<file path="config.mk">
export PLATFORM = sky130hd
export DESIGN_NAME = sha256_message_digest
export DESIGN_NICKNAME = d
export VERILOG_FILES = /design/src/rtl/sha256md_pkg.sv /design/src/rtl/sha256md_sched.sv /design/src/rtl/sha256md_round.sv /design/src/rtl/sha256md_top_note.sv /design/src/rtl/sha256_message_digest.sv
export SDC_FILE = /design/constraint.sdc
export NUM_CORES = 2
export LEC_CHECK = 0
export BUFFER_PORTS_ARGS = -buffer_cell sky130_fd_sc_hd__buf_2
export CORE_MARGIN = 2
export CORE_UTILIZATION = 50
export CTS_CLUSTER_DIAMETER = 200
export DETAILED_ROUTE_END_ITERATION = 7
export PLACE_DENSITY = 0.68
export SYNTH_ARGS = -nofsm -noshare
export SYNTH_HDL_FRONTEND = slang
export SYNTH_SLANG_ARGS = --single-unit
</file>
<file path="constraint.sdc">
create_clock -name clk_i -period 25.4 [get_ports clk_i]
set_clock_uncertainty 0.2 [all_clocks]
set_input_delay 1.27 -clock clk_i [delete_from_list [all_inputs] [get_ports clk_i]]
set_output_delay 1.27 -clock clk_i [all_outputs]
set_load 0.02 [all_outputs]
</file>
<file path="src/rtl/sha256md_pkg.sv">
// Shared types, constants and functions for the SHA-256 digest block.
// Holds the round constants, the initial hash value and the sigma functions.
// No dependencies.
package sha256md_pkg;

  typedef logic [7:0][31:0] hash_t;

  // Per-cycle control from the sequencer to the buffer and round unit
  typedef struct packed {
    logic       push;       // a byte enters the block buffer
    logic [7:0] push_byte;
    logic       word_done;  // the pushed byte completes a 32-bit word
    logic       load;       // copy the chaining value into the working variables
    logic       round_en;   // run one compression round
    logic       mix;        // schedule word comes from the expansion, not the buffer
  } ctl_t;

  localparam logic [7:0] PadByte   = 8'h80;
  localparam logic [5:0] LenFill   = 6'd56;
  localparam logic [5:0] LastRound = 6'd63;
  localparam logic [5:0] LastFill  = 6'd63;

  // Element 0 is word a / H0
  localparam hash_t InitHash = {
    32'h5be0cd19, 32'h1f83d9ab, 32'h9b05688c, 32'h510e527f,
    32'ha54ff53a, 32'h3c6ef372, 32'hbb67ae85, 32'h6a09e667};

  localparam logic [31:0] RoundK [64] = '{
    32'h428a2f98, 32'h71374491, 32'hb5c0fbcf, 32'he9b5dba5,
    32'h3956c25b, 32'h59f111f1, 32'h923f82a4, 32'hab1c5ed5,
    32'hd807aa98, 32'h12835b01, 32'h243185be, 32'h550c7dc3,
    32'h72be5d74, 32'h80deb1fe, 32'h9bdc06a7, 32'hc19bf174,
    32'he49b69c1, 32'hefbe4786, 32'h0fc19dc6, 32'h240ca1cc,
    32'h2de92c6f, 32'h4a7484aa, 32'h5cb0a9dc, 32'h76f988da,
    32'h983e5152, 32'ha831c66d, 32'hb00327c8, 32'hbf597fc7,
    32'hc6e00bf3, 32'hd5a79147, 32'h06ca6351, 32'h14292967,
    32'h27b70a85, 32'h2e1b2138, 32'h4d2c6dfc, 32'h53380d13,
    32'h650a7354, 32'h766a0abb, 32'h81c2c92e, 32'h92722c85,
    32'ha2bfe8a1, 32'ha81a664b, 32'hc24b8b70, 32'hc76c51a3,
    32'hd192e819, 32'hd6990624, 32'hf40e3585, 32'h106aa070,
    32'h19a4c116, 32'h1e376c08, 32'h2748774c, 32'h34b0bcb5,
    32'h391c0cb3, 32'h4ed8aa4a, 32'h5b9cca4f, 32'h682e6ff3,
    32'h748f82ee, 32'h78a5636f, 32'h84c87814, 32'h8cc70208,
    32'h90befffa, 32'ha4506ceb, 32'hbef9a3f7, 32'hc67178f2};

  function automatic logic [31:0] big_sigma0(input logic [31:0] x);
    return {x[1:0], x[31:2]} ^ {x[12:0], x[31:13]} ^ {x[21:0], x[31:22]};
  endfunction

  function automatic logic [31:0] big_sigma1(input logic [31:0] x);
    return {x[5:0], x[31:6]} ^ {x[10:0], x[31:11]} ^ {x[24:0], x[31:25]};
  endfunction

  function automatic logic [31:0] small_sigma0(input logic [31:0] x);
    return {x[6:0], x[31:7]} ^ {x[17:0], x[31:18]} ^ {3'b000, x[31:3]};
  endfunction

  function automatic logic [31:0] small_sigma1(input logic [31:0] x);
    return {x[16:0], x[31:17]} ^ {x[18:0], x[31:19]} ^ {10'b0, x[31:10]};
  endfunction

endpackage

</file>
<file path="src/rtl/sha256md_sched.sv">
// Block buffer and message schedule: a 16-word shift window that collects
// bytes into words and then rolls the schedule expansion one word per round.
// Depends on sha256md_pkg.
module sha256md_sched
  import sha256md_pkg::*;
(
  input  logic        clk_i,
  input  ctl_t        ctl_i,
  output logic [31:0] w_o
);

  logic [23:0]       part_q;
  logic [15:0][31:0] win_q;
  logic [31:0]       word_in;

  assign word_in = {part_q, ctl_i.push_byte};

  // Window holds W[t-16] .. W[t-1] with the oldest at element 0
  always_comb begin
    if (ctl_i.mix) begin
      w_o = small_sigma1(win_q[14]) + win_q[9] + small_sigma0(win_q[1]) + win_q[0];
    end else begin
      w_o = win_q[0];
    end
  end

  always_ff @(posedge clk_i) begin
    if (ctl_i.push) begin
      part_q <= word_in[23:0];
      if (ctl_i.word_done) begin
        win_q <= {word_in, win_q[15:1]};
      end
    end else if (ctl_i.round_en) begin
      win_q <= {w_o, win_q[15:1]};
    end
  end

endmodule

</file>
<file path="src/rtl/sha256md_round.sv">
// Compression round unit: the eight working variables and one SHA-256 round,
// reused for all 64 rounds of a block.
// Depends on sha256md_pkg.
module sha256md_round
  import sha256md_pkg::*;
(
  input  logic        clk_i,
  input  ctl_t        ctl_i,
  input  hash_t       cv_i,
  input  logic [31:0] k_i,
  input  logic [31:0] w_i,
  output hash_t       wv_o
);

  hash_t       wv_q;
  logic [31:0] ch;
  logic [31:0] maj;
  logic [31:0] t1;
  logic [31:0] t2;

  assign ch  = (wv_q[4] & wv_q[5]) ^ (~wv_q[4] & wv_q[6]);
  assign maj = (wv_q[0] & wv_q[1]) ^ (wv_q[0] & wv_q[2]) ^ (wv_q[1] & wv_q[2]);
  assign t1  = wv_q[7] + big_sigma1(wv_q[4]) + ch + k_i + w_i;
  assign t2  = big_sigma0(wv_q[0]) + maj;
  assign wv_o = wv_q;

  always_ff @(posedge clk_i) begin
    if (ctl_i.load) begin
      wv_q <= cv_i;
    end else if (ctl_i.round_en) begin
      wv_q <= {wv_q[6:4], wv_q[3] + t1, wv_q[2:0], t1 + t2};
    end
  end

endmodule

</file>
<file path="src/rtl/sha256md_top_note.sv">
// Byte-push helper: decides whether a byte closes a
// 32-bit word or the 64-byte block. Depends on sha256md_pkg.
module sha256md_push
  import sha256md_pkg::*;
(
  input  logic [5:0] fill_i,
  input  logic       push_i,
  output logic       word_done_o,
  output logic       block_full_o
);

  assign word_done_o  = push_i && (fill_i[1:0] == 2'b11);
  assign block_full_o = push_i && (fill_i == LastFill);

endmodule

</file>
<file path="src/rtl/sha256_message_digest.sv">
// SHA-256 over a byte stream. An input item that completes a 64-byte block
// starts a compression by a single round unit at one round per cycle, and
// no new item is taken until the result is folded into the chaining value.
// An end-of-message item starts padding, pushed one byte per cycle through the
// same buffer path outside compressions (one or two), after which the eight
// digest words are offered one per cycle while out_stall_i is low, word 0 first.
// Depends on sha256md_pkg, sha256md_push, sha256md_sched and sha256md_round.
module sha256_message_digest
  import sha256md_pkg::*;
(
  input  logic        clk_i,
  input  logic        rst_ni,
  input  logic        in_valid_i,
  output logic        in_stall_o,
  input  logic [7:0]  data_byte_i,
  input  logic        byte_present_i,
  input  logic        end_of_message_i,
  output logic        out_valid_o,
  input  logic        out_stall_i,
  output logic [31:0] digest_word_o,
  output logic [2:0]  word_index_o,
  output logic        last_word_o
);

  typedef enum logic [2:0] {
    S_IDLE, S_PAD80, S_ZERO, S_LEN, S_COMP, S_FINAL, S_OUT
  } state_e;

  state_e      state_q, state_d;
  state_e      ret_q, ret_d;
  state_e      tgt;
  logic [5:0]  fill_q, fill_d;
  logic [60:0] count_q, count_d;
  logic [63:0] len_q, len_d;
  logic [2:0]  lencnt_q, lencnt_d;
  logic [5:0]  round_q, round_d;
  logic [2:0]  idx_q, idx_d;
  hash_t       cv_q, cv_d;
  hash_t       wv;
  logic [31:0] w;
  logic        in_accept;
  logic        out_accept;
  logic        push;
  logic [7:0]  push_byte;
  logic        word_done;
  logic        block_full;
  ctl_t        ctl;

  assign in_stall_o  = (state_q != S_IDLE);
  assign in_accept   = in_valid_i && !in_stall_o;
  assign out_valid_o = (state_q == S_OUT);
  assign out_accept  = out_valid_o && !out_stall_i;

  assign digest_word_o = cv_q[0];
  assign word_index_o  = idx_q;
  assign last_word_o   = (idx_q == 3'd7);

  sha256md_push u_push (
    .fill_i       (fill_q),
    .push_i       (push),
    .word_done_o  (word_done),
    .block_full_o (block_full)
  );

  always_comb begin
    ctl.push      = push;
    ctl.push_byte = push_byte;
    ctl.word_done = word_done;
    ctl.load      = block_full;
    ctl.round_en  = (state_q == S_COMP);
    ctl.mix       = (round_q[5:4] != 2'b00);
  end

  sha256md_sched u_sched (
    .clk_i (clk_i),
    .ctl_i (ctl),
    .w_o   (w)
  );

  sha256md_round u_round (
    .clk_i (clk_i),
    .ctl_i (ctl),
    .cv_i  (cv_q),
    .k_i   (RoundK[round_q]),
    .w_i   (w),
    .wv_o  (wv)
  );

  always_comb begin
    state_d   = state_q;
    ret_d     = ret_q;
    fill_d    = fill_q;
    count_d   = count_q;
    len_d     = len_q;
    lencnt_d  = lencnt_q;
    round_d   = round_q;
    idx_d     = idx_q;
    cv_d      = cv_q;
    push      = 1'b0;
    push_byte = 8'h00;
    tgt       = state_q;

    case (state_q)
      S_IDLE: begin
        if (in_accept) begin
          push      = byte_present_i;
          push_byte = data_byte_i;
          tgt       = end_of_message_i ? S_PAD80 : S_IDLE;
          state_d   = tgt;
          if (byte_present_i) begin
            count_d = count_q + 61'd1;
          end
        end
      end
      S_PAD80: begin
        push      = 1'b1;
        push_byte = PadByte;
        tgt       = S_ZERO;
        state_d   = tgt;
      end
      S_ZERO: begin
        if (fill_q == LenFill) begin
          len_d   = {count_q, 3'b000};
          state_d = S_LEN;
        end else begin
          push    = 1'b1;
          tgt     = S_ZERO;
          state_d = tgt;
        end
      end
      S_LEN: begin
        push      = 1'b1;
        push_byte = len_q[63:56];
        len_d     = {len_q[55:0], 8'h00};
        lencnt_d  = lencnt_q + 3'd1;
        tgt       = (lencnt_q == 3'd7) ? S_OUT : S_LEN;
        state_d   = tgt;
      end
      S_COMP: begin
        round_d = round_q + 6'd1;
        if (round_q == LastRound) begin
          state_d = S_FINAL;
        end
      end
      S_FINAL: begin
        for (int i = 0; i < 8; i++) begin
          cv_d[i] = cv_q[i] + wv[i];
        end
        state_d = ret_q;
      end
      S_OUT: begin
        if (out_accept) begin
          idx_d = idx_q + 3'd1;
          cv_d  = {cv_q[7], cv_q[7:1]};
          if (last_word_o) begin
            // start over for the next message
            cv_d    = InitHash;
            count_d = '0;
            state_d = S_IDLE;
          end
        end
      end
      default: begin
        state_d = S_IDLE;
      end
    endcase

    if (push) begin
      fill_d = fill_q + 6'd1;
    end
    // a full block runs a compression, then carries on where the push left off
    if (block_full) begin
      ret_d   = tgt;
      round_d = '0;
      state_d = S_COMP;
    end
  end

  always_ff @(posedge clk_i or negedge rst_ni) begin
    if (!rst_ni) begin
      state_q  <= S_IDLE;
      ret_q    <= S_IDLE;
      fill_q   <= '0;
      count_q  <= '0;
      lencnt_q <= '0;
      round_q  <= '0;
      idx_q    <= '0;
      cv_q     <= InitHash;
    end else begin
      state_q  <= state_d;
      ret_q    <= ret_d;
      fill_q   <= fill_d;
      count_q  <= count_d;
      lencnt_q <= lencnt_d;
      round_q  <= round_d;
      idx_q    <= idx_d;
      cv_q     <= cv_d;
    end
  end

  always_ff @(posedge clk_i) begin
    len_q <= len_d;
  end

endmodule
</file>
==> Word-level counts from Yosys, hierarchy flattened <==
Memories as Yosys holds them, arrays and structs flattened.
Index checks and enable logic that the tools add are counted.
{ "classes": {"n_eq_ne": 21, "n_lt_le_gt_ge": 1, "n_mux": 36, "n_addsub": 23, "bitwise": 18, "reduce_logical": 22} }
{ "op_table": {"columns": ["op", "n"], "rows": [
  ["two-way mux 512 bit", 3],
  ["two-way mux 256 bit", 4],
  ["adder 32 bit", 18],
  ["case mux 256 bit (2 select lines)", 1],
  ["bitwise XOR 32 bit", 9],
  ["two-way mux 61 bit", 4],
  ["bitwise AND 32 bit", 5],
  ["case mux 64 bit (2 select lines)", 1],
  ["case mux 61 bit (2 select lines)", 1],
  ["two-way mux 32 bit", 3],
  ["two-way mux 64 bit", 1],
  ["adder 61 x 1 -> 61 bit (second input constant)", 1],
  ["inverter 32 bit", 1],
  ["bitwise XOR 32 x 22 -> 32 bit", 1],
  ["bitwise XOR 32 x 29 -> 32 bit", 1],
  ["case mux 8 bit (3 select lines)", 1],
  ["two-way mux 3 bit", 7],
  ["case mux 3 bit (7 select lines)", 1],
  ["equality test 6 bit (second input constant)", 3],
  ["equality test 3 bit (second input constant)", 5],
  ["adder 6 x 1 -> 6 bit (second input constant)", 2],
  ["two-way mux 6 bit", 2],
  ["case mux 3 bit (4 select lines)", 1],
  ["nonzero test 2 bit", 6],
  ["21 further kinds", 39]
]} }
{ "totals": {"input_bits": 14, "out_inout_bits": 38, "romBits": 2048, "regBits": 1197, "mem_count": 1} }
{ "memory_table": {"columns": ["name", "depth", "width", "rd", "rd_clocked_by_memory_dff", "write_ports", "line_no", "text"], "rows": [
  ["(name not given)", 64, 32, 1, 0, 0, "sha256_message_digest.sv:84", ".k_i (RoundK[round_q]),"]
]} }

==> Logic depth before layout (Yosys ltp) <==
{ "logic_depth": {"word_depth": 10, "ltp_mapped": 46} }

==> Hierarchy <==
A second synthesis with hierarchy kept.
{ "hier_totals": {"hier_cells": 7083, "area_unflattened_um2": 74689.1} }
{ "by_module_without_submodules": {"columns": ["module", "n_inst", "cells_each", "area_per_inst_um2"], "rows": [
  ["sha256_message_digest", 1, 4189, 33300.7],
  ["sha256md_sched", 1, 1135, 21177.8],
  ["sha256md_round", 1, 1755, 20191.9],
  ["sha256md_push", 1, 4, 18.8]
]} }

==> Least setup slack after synthesis <==
No wires, ideal clock.
{ "synth_timing": {"path_kind": "input-to-reg", "startpoint": "input in_valid_i", "endpoint": "register u_sched.win_q[0] (netlist name), enable pin", "path_slack_ns": 11.239, "cell_stages": 9, "setup_ns": 3.664, "path_buffers": 1, "arrival_time_ns": 10.296, "path_cell_list": "inv_1 nor2_1 a21oi_1 nand2_1 nand2_1 inv_1 clkbuf_1 nand2_1 nand2_1"} }
{ "synth_via": {"elab_chain_len": 6, "elab_cells_between_ends": 7} }
{ "synth_rtl": {"columns": ["element", "line_no", "text"], "rows": [
  ["start, declared", "sha256_message_digest.sv:13", "input logic in_valid_i,"],
  ["logical AND 1 bit *", "sha256_message_digest.sv:50", "assign in_accept = in_valid_i && !in_stall_o;"],
  ["two-way mux 1 bit *", "sha256_message_digest.sv:105", "if (in_accept) begin"],
  ["case mux 1 bit (3 select lines) *", "sha256_message_digest.sv:103", "case (state_q)"],
  ["logical AND 1 bit", "sha256md_top_note.sv:12", "assign word_done_o = push_i && (fill_i[1:0] == 2'b11);"],
  ["!= test 2 bit (no source line)", null, null],
  ["AND reduction 2 bit (no source line) *", null, null],
  ["end signal, assigned", "sha256md_sched.sv:31", "win_q <= {word_in, win_q[15:1]};"],
  ["end signal, assigned", "sha256md_sched.sv:34", "win_q <= {w_o, win_q[15:1]};"],
  ["end, declared", "sha256md_sched.sv:13", "logic [15:0][31:0] win_q;"]
]} }
Every way passes the cells marked *; elsewhere a longest branch is shown, timed or not.
A chain may end at the register's enable or synchronous reset.

==> Final worst setup path <==
{ "layout_timing": {"startpoint": "register u_sched.win_q[468] (netlist name)", "endpoint": "register u_round.wv_q, in the netlist u_round.wv_o[31], data pin"} }
{ "layout_via": {"elab_chain_len": 10} }
{ "layout_rtl": {"columns": ["element", "line_no", "text"], "rows": [
  ["bitwise XOR 32 bit", "sha256md_pkg.sv:59", "return {x[16:0], x[31:17]} ^ {x[18:0], x[31:19]} ^ {10'b0, x[31:10]};"],
  ["bitwise XOR 32 x 22 -> 32 bit *", "sha256md_pkg.sv:59", null],
  ["adder 32 bit * (3 in a row)", "sha256md_sched.sv:21", "w_o = small_sigma1(win_q[14]) + win_q[9] + small_sigma0(win_q[1]) + win_q[0];"],
  ["two-way mux 32 bit *", "sha256md_sched.sv:20", "if (ctl_i.mix) begin"],
  ["adder 32 bit *", "sha256md_round.sv:23", "assign t1 = wv_q[7] + big_sigma1(wv_q[4]) + ch + k_i + w_i;"],
  ["adder 32 bit *", "sha256md_round.sv:31", "wv_q <= {wv_q[6:4], wv_q[3] + t1, wv_q[2:0], t1 + t2};"],
  ["two-way mux 256 bit *", "sha256md_round.sv:30", "end else if (ctl_i.round_en) begin"],
  ["two-way mux 256 bit *", "sha256md_round.sv:28", "if (ctl_i.load) begin"],
  ["end signal, assigned", "sha256md_round.sv:29", "wv_q <= cv_i;"],
  ["end signal, assigned", "sha256md_round.sv:31", null],
  ["end, declared", "sha256md_round.sv:15", "hash_t wv_q;"]
]} }
Every way passes the cells marked *; elsewhere a longest branch is shown, timed or not. The select of a mux whose other input is x is not followed.

==> results.md <==
- DP HPWL: 158000 um
- Die Area: 150000 um2
- Fill count: 12700
- Synthesized area: 73500 um2
- Worst IR Drop VDD: 57.4 uV
- Routed WL per cell: 24.2 um
- Die Wd: 387 um
- Area grow syn2layout: 8.75%
- Max Cap Viol: 0
- CTS clk-pin slew, worst paths: 0.06 ns
- TritonCTS clock tree: done
- Clock Power Share: 47.0%
- Synth Register Bits: 1194
- EDFF count, synth: 853
- Final WS setup: 14.09 ns
- Site row count: 140
- Non-filler cells, final: 9179
- Slowest cell on crit path: fa_1
- Setup repair bufs after CTS: 0
- 1st-pass router iterations: 6
- Vias: 54800
- H-tree Lvls: 4
- Dpl ws: 14.21 ns
- Core Area: 146000 um2
- Root Buffer: clkbuf_16
- Hold WC Path Type: flop to flop
- Final WL: 222000 um
- Main synth FF type: edfxtp_1
- Commonest non-fill, non-tap cells in the layout: nand2_1, edfxtp_1, a21oi_1
- Register share of total power: 49.7%
- WP data arrival: 11.63 ns
- Cts repair resizes: 0
- Register area share after synthesis: 46.7%
- Worst hold margin: 0.208 ns
- Clk sinks: 1194
- Pleak: 33.1 nW
- Initial DRC Count: 5589
- Routability cong.: 0.972
- Layout cells sized above 1: 8.15%
- Crit path launch type: flop
- Outcome: finished clean
- Die height: 387 um
- Ratio of final minimum period to clock period: 44.5%
- Critical path class: flop to flop
- I/O pin count: 52
- Sw Share: 22.5%
- Gate power share: 3.3%
- Initial Utilization: 50.4%
- WP data required: 25.71 ns
- Placed Cells: 8924
- GRT Overall Usage: 29.3%
- Nature of the critical path endpoint: flop
- RSZ-0062 raised after global routing: false
- Pins Over Slew Limit: 0
- Vias per inst: 5.98
- Final hold violations: 0
- Post-Synthesis Cells: 7249
- Switch Pwr: 0.954 mW
- Most common cell after layout, fill and taps aside: nand2_1
- YS warnings: 0
- Global-route wire length before repair: 335000 um
- Slew HR: 17.5%
- CTS Hold Bufs: 0
- Pint: 3.28 mW
- Max FO, Critical Path: 5
- PD cells: 53.0 nW/um2
- I/O Buffers: 51
- Endpoints failing setup: 0
- Largest stage delay, worst path: 0.51 ns
- Clk buf depth: 3
- F_max: 88.4 MHz
- Largest net degree at the start of global routing: 194
- Post-synth net total: 7874
- Worst Max-Slew Pin Slew: 1.22 ns
- Latest clock arrival within the worst-skew pair: 0.80 ns
- Total gr overflow: 0
- Setup_tns: 0 ns
- Synth cell types: 109
- Vias in the first global route: 52700
- CTS buffer count: 138
- Avg Inst Size Synth: 10.1 um2
- Nets@finish: 7772
- Minimum clock period: 11.31 ns
- Drc violations: 0
- Post-DRT Antenna Nets: 0
- Post-synth ARST share: 28.6%
- Total power: 4.23 mW
- Most used cell along the critical path: fa_1
- Initial antenna violation count: 1
[area by class of cell]
class	count	area (um2)	area share (%)
Tap cell	1917	2400	3.00
Sequential cell	1194	34300	43.0
Multi-Input combinational cell	5275	36200	45.3
Inverter	410	1540	1.93
Timing Repair Buffer	128	906	1.13
Clock buffer	183	3750	4.70
Antenna cell	1	2.50	0.00313
Clock inverter	71	790	0.988
[worst paths after layout]
kind                       cells after the start  slack [ns]                 end          startpoint
max in group asynchronous                      4       21.94           cv_q[126]              rst_ni
min                                            0        0.21  u_sched.win_q[135]  u_sched.win_q[167]
min in group asynchronous                      1        0.27         count_q[29]              rst_ni
max reg2reg                                   43       14.09    u_round.wv_o[31]  u_sched.win_q[468]
max                                           43       14.09    u_round.wv_o[31]  u_sched.win_q[468]
min reg2reg                                    0        0.21  u_sched.win_q[135]  u_sched.win_q[167]
[metrics by stage]
stage	cell area [um2]	util [%]
floorplan	73500	-
global placement	75400	51.7
detailed placement	75400	51.7
CTS	79900	54.8
global route	79900	54.8
finish	79900	54.8
[layer usage]
metal	part of all wire (%)	track usage, %	vias to the layer above
met5	0	0	-
met4	3.3	9.54	0
met3	7.3	4.78	374
met2	44	44.2	2159
met1	45	42.9	27000
li1	-	-	25300
[cell usage after synthesis, drive strengths merged, types with 12 or more instances]
cell type	n	share of area, %
o211ai	30	0.31
nor2	479	2.5
and3	86	0.73
o21bai	47	0.48
o31ai	32	0.35
buf	55	0.47
o221ai	15	0.18
mux2	42	0.64
dfstp	136	4.9
o22ai	61	0.53
o21ai	492	3.4
and2	32	0.27
nand3	98	0.67
a211oi	45	0.48
o311ai	23	0.27
nand2	1149	5.9
edfxtp	853	35
nand4	31	0.26
or3	72	0.62
dfrtp	205	7.0
a22o	12	0.14
or2	16	0.14
a21oi	488	3.3
nor2b	52	0.45
xnor2	409	4.9
a21boi	15	0.15
a221oi	31	0.38
inv	408	2.1
a21o	217	2.2
mux2i	23	0.31
fa	197	5.4
nor3	91	0.62
nand2b	57	0.49
ha	414	7.1
clkbuf	315	1.6
xor2	215	2.6
o21a	58	0.59
a31oi	86	0.75
[kinds of logic (layout without fill, tap and decap cells)]
| family | after synthesis | count (layout) | share of synthesized area (%) |
|---|---|---|---|
| mux | 70 | 70 | 1.11 |
| compound gates | 1770 | 1770 | 15.1 |
| other cells | 0 | 1 | 0 |
| simple gates | 2195 | 2195 | 13.0 |
| fa+ha+maj | 616 | 616 | 12.5 |
| flops | 1194 | 1194 | 46.7 |
| xor+xnor | 624 | 624 | 7.44 |
| buf+inv | 780 | 792 | 4.18 |
[critical path, delay by kind of cell, from the launching register on]
family | cells | cell delay (ns)
AOI/OAI and AO/OA | 18 | 3.74
buffers and inverters | 3 | 0.22
adders and majority gates | 9 | 3.84
xor gates and xnor gates | 6 | 1.32
and+or+nand+nor | 7 | 1.22
DFF | 1 | 0.49
[state kept, by name (all words and copies together) (netlist names), 6 cells and up]
| name | flops |
|---|---|
| u_sched.win_q | 512 |
| u_round.wv_o | 256 |
| cv_q | 224 |
| count_q | 61 |
| len_q | 61 |
| digest_word_o | 32 |
| u_sched.part_q | 24 |
| fill_q | 6 |
| round_q | 6 |
[power by group through the flow]
stage / Sequential [mW] / Combinational (mW) / Clock [mW]
floorplan: 2.14 / 0.0989 / 0
global placement: 2.14 / 0.132 / 0
detailed placement: 2.14 / 0.136 / 0
CTS: 2.10 / 0.137 / 2.03
global route: 2.11 / 0.155 / 2.10
finish: 2.10 / 0.139 / 1.99
(Power assumes the default switching activity.)
